`config.mk`:
```
export PLATFORM = sky130hd
export DESIGN_NAME = scd_front_flat
export DESIGN_NICKNAME = d
export VERILOG_FILES = /design/src/sv/scd_pkg.sv /design/src/sv/scd_if.sv /design/src/sv/scd_front.sv /design/src/flat_wrapper.sv
export SDC_FILE = /design/constraint.sdc
export NUM_CORES = 1
export LEC_CHECK = 0
export ABC_CLOCK_PERIOD_IN_PS = 9990
export BUFFER_PORTS_ARGS = -buffer_cell sky130_fd_sc_hd__buf_4
export CORE_MARGIN = 8
export CORE_UTILIZATION = 45
export DETAILED_ROUTE_END_ITERATION = 8
export PLACE_DENSITY = 0.73
export SYNTH_ARGS = -nofsm -noshare
export SYNTH_HDL_FRONTEND = slang
export SYNTH_SLANG_ARGS = --single-unit
```
`constraint.sdc`:
```
create_clock -name clock -period 9.99 [get_ports clock]
set_input_delay 2.997 -clock clock [delete_from_list [all_inputs] [get_ports clock]]
set_output_delay 2.997 -clock clock [all_outputs]
set_load 0.01 [all_outputs]
```
`src/sv/scd_pkg.sv`:
```
// scd_pkg: widths, codes, the queue item type and the ratio helpers
// shared by the smoothed cosine similarity core. No dependencies.
`default_nettype none
package scd_pkg;
   localparam int COUNT_BITS = 20;
   localparam int FRAC_BITS  = 24;
   localparam int ALPHA_FRAC = 16;
   localparam int CNT_W      = COUNT_BITS + 1;
   localparam int ALPHA_W    = 32;
   localparam int ND_W       = COUNT_BITS + ALPHA_FRAC + 1;
   localparam int Q_W        = FRAC_BITS + 1;
   localparam int PROD_W     = 2 * Q_W;
   localparam int SUM_W      = 64;
   localparam int ROOT_W     = SUM_W / 2;
   localparam int STEP_W     = $clog2(FRAC_BITS);
   localparam int ROOT_STEP_W = $clog2(ROOT_W);
   localparam int CSR_IDX_W  = 1;

   localparam logic [Q_W-1:0] QMAX = '1;
   localparam logic [Q_W-1:0] LIMIT_101 = Q_W'((64'd101 << FRAC_BITS) / 64'd100);
   localparam logic [ALPHA_W-1:0] ALPHA_RESET = 32'd6554;

   localparam logic [CSR_IDX_W-1:0] REG_ALPHA_FIRST  = 1'b0;
   localparam logic [CSR_IDX_W-1:0] REG_ALPHA_SECOND = 1'b1;

   localparam logic [1:0] STATUS_OK    = 2'd0;
   localparam logic [1:0] STATUS_NEG   = 2'd1;
   localparam logic [1:0] STATUS_ZERO  = 2'd2;
   localparam logic [1:0] STATUS_ABOVE = 2'd3;

   typedef struct packed {
      logic [ND_W-1:0] num_a;
      logic [ND_W-1:0] den_a;
      logic [ND_W-1:0] num_b;
      logic [ND_W-1:0] den_b;
      logic            neg_a;
      logic            last;
   } scd_item_type;

   // count + alpha in Q.16, clamped at zero for a negative count
   function automatic logic [ND_W-1:0] smooth_num(input logic [CNT_W-1:0] cnt,
                                                  input logic [ALPHA_W-1:0] alpha);
      logic            neg;
      logic [CNT_W-1:0] mag;
      logic [ND_W-1:0] cm;
      logic [ND_W-1:0] al;
      neg = cnt[CNT_W-1];
      mag = neg ? (~cnt + CNT_W'(1)) : cnt;
      cm  = ND_W'(mag) << ALPHA_FRAC;
      al  = ND_W'(alpha);
      if (neg) begin
         smooth_num = (cm > al) ? '0 : (al - cm);
      end else begin
         smooth_num = cm + al;
      end
   endfunction

   function automatic logic [ND_W-1:0] smooth_den(input logic [COUNT_BITS-1:0] total,
                                                  input logic [ALPHA_W-1:0] alpha);
      smooth_den = (ND_W'(total) << ALPHA_FRAC) + ND_W'(alpha);
   endfunction
endpackage
`default_nettype wire

```
`src/sv/scd_if.sv`:
```
// scd_if: valid/ready channel interfaces for requests, responses and
// register writes. Depends on scd_pkg.
`default_nettype none
interface scd_req_if import scd_pkg::*; ();
   logic                    valid;
   logic                    ready;
   logic signed [CNT_W-1:0] count_first;
   logic signed [CNT_W-1:0] count_second;
   logic [COUNT_BITS-1:0]   doc_total;
   logic                    last_doc;
   modport source (output valid, count_first, count_second, doc_total, last_doc,
                   input ready);
   modport sink   (input valid, count_first, count_second, doc_total, last_doc,
                   output ready);
endinterface

`default_nettype wire

```
`src/sv/scd_front.sv`:
```
// scd_front: accepts requests, forms the smoothed numerators and
// denominators and holds them in a two-entry queue. Depends on scd_pkg, scd_if.
`default_nettype none
module scd_front import scd_pkg::*; (
   input  wire logic               clock,
   input  wire logic               reset,
   scd_req_if.sink                 req_ch,
   input  wire logic [ALPHA_W-1:0] alpha_first,
   input  wire logic [ALPHA_W-1:0] alpha_second,
   input  wire logic               pop,
   output logic                    q_valid,
   output scd_item_type            q_head
);
   scd_item_type entry_ff [2];
   scd_item_type item;
   logic         wr_ptr_ff, wr_ptr_in;
   logic         rd_ptr_ff, rd_ptr_in;
   logic [1:0]   count_ff, count_in;
   logic         push;

   assign req_ch.ready = (count_ff != 2'd2);
   assign push    = req_ch.valid && req_ch.ready;
   assign q_valid = (count_ff != 2'd0);
   assign q_head  = entry_ff[rd_ptr_ff];

   always_comb begin
      item.num_a = smooth_num(req_ch.count_first, alpha_first);
      item.den_a = smooth_den(req_ch.doc_total, alpha_first);
      item.num_b = smooth_num(req_ch.count_second, alpha_second);
      item.den_b = smooth_den(req_ch.doc_total, alpha_second);
      item.neg_a = req_ch.count_first[CNT_W-1];
      item.last  = req_ch.last_doc;
   end

   always_comb begin
      wr_ptr_in = push ? ~wr_ptr_ff : wr_ptr_ff;
      rd_ptr_in = pop ? ~rd_ptr_ff : rd_ptr_ff;
      count_in  = count_ff + 2'(push) - 2'(pop);
   end

   always_ff @(posedge clock) begin
      if (reset) begin
         wr_ptr_ff <= 1'b0;
         rd_ptr_ff <= 1'b0;
         count_ff  <= 2'd0;
      end else begin
         wr_ptr_ff <= wr_ptr_in;
         rd_ptr_ff <= rd_ptr_in;
         count_ff  <= count_in;
      end
      if (push) begin
         entry_ff[wr_ptr_ff] <= item;
      end
   end
endmodule
`default_nettype wire

```
`src/flat_wrapper.sv`:
```
// flat-port wrapper written by rule: the top's interface ports become plain ports
module scd_front_flat import scd_pkg::*;
  (clock, reset, alpha_first, alpha_second, pop, q_valid, q_head, req_ch_valid, req_ch_count_first, req_ch_count_second, req_ch_doc_total, req_ch_last_doc, req_ch_ready);
  scd_req_if req_ch_i ();
  input  wire logic clock;
  input  wire logic reset;
  input  wire logic [ALPHA_W-1:0] alpha_first;
  input  wire logic [ALPHA_W-1:0] alpha_second;
  input  wire logic pop;
  output logic q_valid;
  output scd_item_type q_head;
  input wire logic [$bits(req_ch_i.valid)-1:0] req_ch_valid;
  input wire logic [$bits(req_ch_i.count_first)-1:0] req_ch_count_first;
  input wire logic [$bits(req_ch_i.count_second)-1:0] req_ch_count_second;
  input wire logic [$bits(req_ch_i.doc_total)-1:0] req_ch_doc_total;
  input wire logic [$bits(req_ch_i.last_doc)-1:0] req_ch_last_doc;
  output wire logic [$bits(req_ch_i.ready)-1:0] req_ch_ready;
  assign req_ch_i.valid = req_ch_valid;
  assign req_ch_i.count_first = req_ch_count_first;
  assign req_ch_i.count_second = req_ch_count_second;
  assign req_ch_i.doc_total = req_ch_doc_total;
  assign req_ch_i.last_doc = req_ch_last_doc;
  assign req_ch_ready = req_ch_i.ready;
  scd_front u_core (.clock(clock), .reset(reset), .req_ch(req_ch_i), .alpha_first(alpha_first), .alpha_second(alpha_second), .pop(pop), .q_valid(q_valid), .q_head(q_head));
endmodule
```
==> results.yml <==
clock_tree:
  htreeDepth: 2
  insertion_delay_ns: 0.54
  ctsRootBufferMaster: "clkbuf_16"
  clock_path_buffers: 3
  cts_sinks: 305
  post-cts-setup-buffers: 0
  postCtsHoldBufs: 0
  cts.repair.resized: 0
  cts.reportedPaths.clkPinSlew_ns: 0.06
  cts_buffers: 36
  cts_tree: "built"
hold_path:
  hold_start: "u_core.rd_ptr_ff"
  hp-class: "reg2reg"
logic_synthesis:
  syn_area_sq_mm: 0.0173
  synth_enable_flop_cells: 300
  seq_area_frac_synth: 0.527
  synth_area_leaders: "edfxtp_1 (52%), mux2_2 (10%), ha_1 (7.8%)"
  syn_nets: 1664
  syn_inst: 1419
  async_flop_share: 0
  yosysWarnings: 0
  syn_area_per_cell_sq_um: 12.2
  synth_top_area_frac: 0.521
  yosys-top-cells-count: "edfxtp_1 (300), mux2_2 (153), ha_1 (108), nor2_1 (96), xnor2_1 (91)"
  ys.flop_type: "edfxtp_1"
  yosys.area.top_type: "edfxtp_1"
  yosysMostFrequentCell: "edfxtp_1"
  synth-seq-cells: 305
  yosysUniqueCellTypes: 68
power_and_ir_drop:
  power_leakage_nw: 8.24
  ir_drop_mv: 0.158
  power_density_mw_per_mm2: 206
critical_path:
  worstPathArrival_ns: 7.28
  crit-reg2reg-launch: "u_core.count_ff[0]"
  crit_type: "in2reg"
  worstSetupStartpointType: "input port"
  reg2reg_slack_ns: 7.26
  path_max_fanout: 49
  cpMostUsedCell: "a31oi_1"
  path_buf_inv: 1
  worst_path_max_delay_cell: "o2111a_1"
  crit_family: "compound AO/OA/AOI/OAI gates"
  cp-startpoint: "req_ch_count_second[20]"
  critPathCaptureType: "register"
  cp_cell_sequence: "buf_4, o21ai_0, ha_1, nor2_1, o221ai_1, a211oi_1, a31oi_1, a31oi_1, o2111a_1, nand2b_1, nor2b_1"
  crit_required_ns: 10.36
  max_stage_delay_ns: 0.78
floorplanning:
  ios: 283
  dieArea_sq_mm: 0.0449
  num_rows: 71
  die_h_microns: 212
  core_sq_mm: 0.0378
  start_util: 0.458
  die_w_microns: 212
place:
  dp_hpwl_microns: 33700
  dp_cells: 2171
  routabilityCongestion: 0.916
  port_buffers: 282
drt:
  ant_nets: 0
  via_per_inst: 5.45
  drt_iter0_drc: 755
  drc: 0
  vias: 12200
  avgRoutedWirePerCell_microns: 20.4
  drtPass1Iterations: 5
  drt-total-wl_microns: 45700
global_routing:
  grtUsageTotal: 0.198
  grt_max_degree: 70
  grt_pass1_vias: 12500
  overflow: 0
  grt_first_pass_wirelength_microns: 69400
  antenna_found_initial: 1
finish:
  multi_input_area_sq_mm: 0.00770
  final_cells: 2235
  post-route-util: 0.559
  drive_above_1_share: 0.306
  areaGrowthSynthToFinish_pct: 22.2
  fill_cells: 3168
  regArea_sq_mm: 0.00911
  nets: 1943
timing:
  tns_ns: 0
  fin_worst_skew_ns: 0.0134
  slew_headroom: 0.321
  fin_crit_ns: 6.91
  finalHoldViolCount: 0
  period_share: 0.692
  whs_ns: 0.520
  fmax_ghz: 0.145
  drv_slew: 0
  setup_violations: 0
  tightestPinTransition_ns: 1.02
  rsz0062_at_grt: "false"
run:
  cap_violations: 0
status:
  outcome: "finished clean"
[worst reg2reg max path: stages, from the launching register on]
cell	delay, ns
dfxtp_1	0.32
inv_1	0.05
nand2_1	0.11
nand2_1	0.14
nor2_4	0.75
buf_4	0.91
[where the power goes]
part / internal, mW / switching [mW]
Sequential: 1.71 / 0.0576
Clock: 0.830 / 0.511
Combinational: 0.549 / 0.693
Total: 3.09 / 1.26
[cell type report]
class / count / share of cell area
Antenna cell: 1 / 0.000119
Clock buffer: 40 / 0.0444
Clock inverter: 23 / 0.0127
Inverter: 77 / 0.0137
Multi-Input combinational cell: 990 / 0.365
Sequential cell: 305 / 0.432
Tap cell: 511 / 0.0303
Timing Repair Buffer: 288 / 0.102
[flip-flops by register name (all words and copies together) (netlist names), named ones only]
| signal | flops |
|---|---|
| u_core.rd_ptr_ff | 1 |
| u_core.wr_ptr_ff | 1 |
| u_core.entry_ff | 300 |
| u_core.count_ff | 2 |
[metal layers]
metal  wire length (microns)  part of all wire  track usage
met1                   19200              0.42        0.250
met2                   21300              0.47        0.325
met3                    2980             0.065       0.0367
met4                    2150             0.047        0.101
met5                       0                 0            0
[metrics by stage]
step / instance area [sq um] / setup WS (ns) / total power [mW]
6_report: 21100 / 3.08 / 4.35
4_1_cts: 21100 / 3.06 / 4.41
2_1_floorplan: 17300 / 0.0162 / 2.55
3_3_place_gp: 19900 / 2.68 / 3.02
3_5_place_dp: 19900 / 2.50 / 3.05
5_1_grt: 21100 / 2.73 / 4.57
[cells in the final DEF (no fill, tap or decap), types with 12 or more instances in the layout]
cell,n
nor2_1,95
a21oi_1,77
a211oi_1,14
and2_1,26
and2_2,13
o21ai_0,45
xor2_1,18
nor2b_1,14
clkbuf_16,37
nand2b_1,18
nand2_1,61
a21o_1,20
nand3_1,28
buf_4,288
xnor2_1,91
mux2_2,153
o31ai_1,14
inv_1,76
edfxtp_1,300
ha_1,108
o21a_1,12
nor3_1,30
o22ai_1,15
a31oi_1,15
[path summary, 6_finish.rpt]
check,depth (start not counted),to
worst max-delay path,11,u_core.entry_ff[1][55]
worst min-delay path,2,register
worst max register to register,5,u_core.entry_ff[0][56]
worst min register to register,2,register
[cell families after synthesis]
| kind of cell | synth area share |
|---|---|
| and+or+nand+nor | 0.0947 |
| DFF | 0.527 |
| AOI/OAI and AO/OA | 0.109 |
| muxes | 0.101 |
| buffers and inverters | 0.0280 |
| adders and majority gates | 0.0852 |
| xor gates and xnor gates | 0.0553 |
Note: power is estimated with default switching activity, not from simulation.
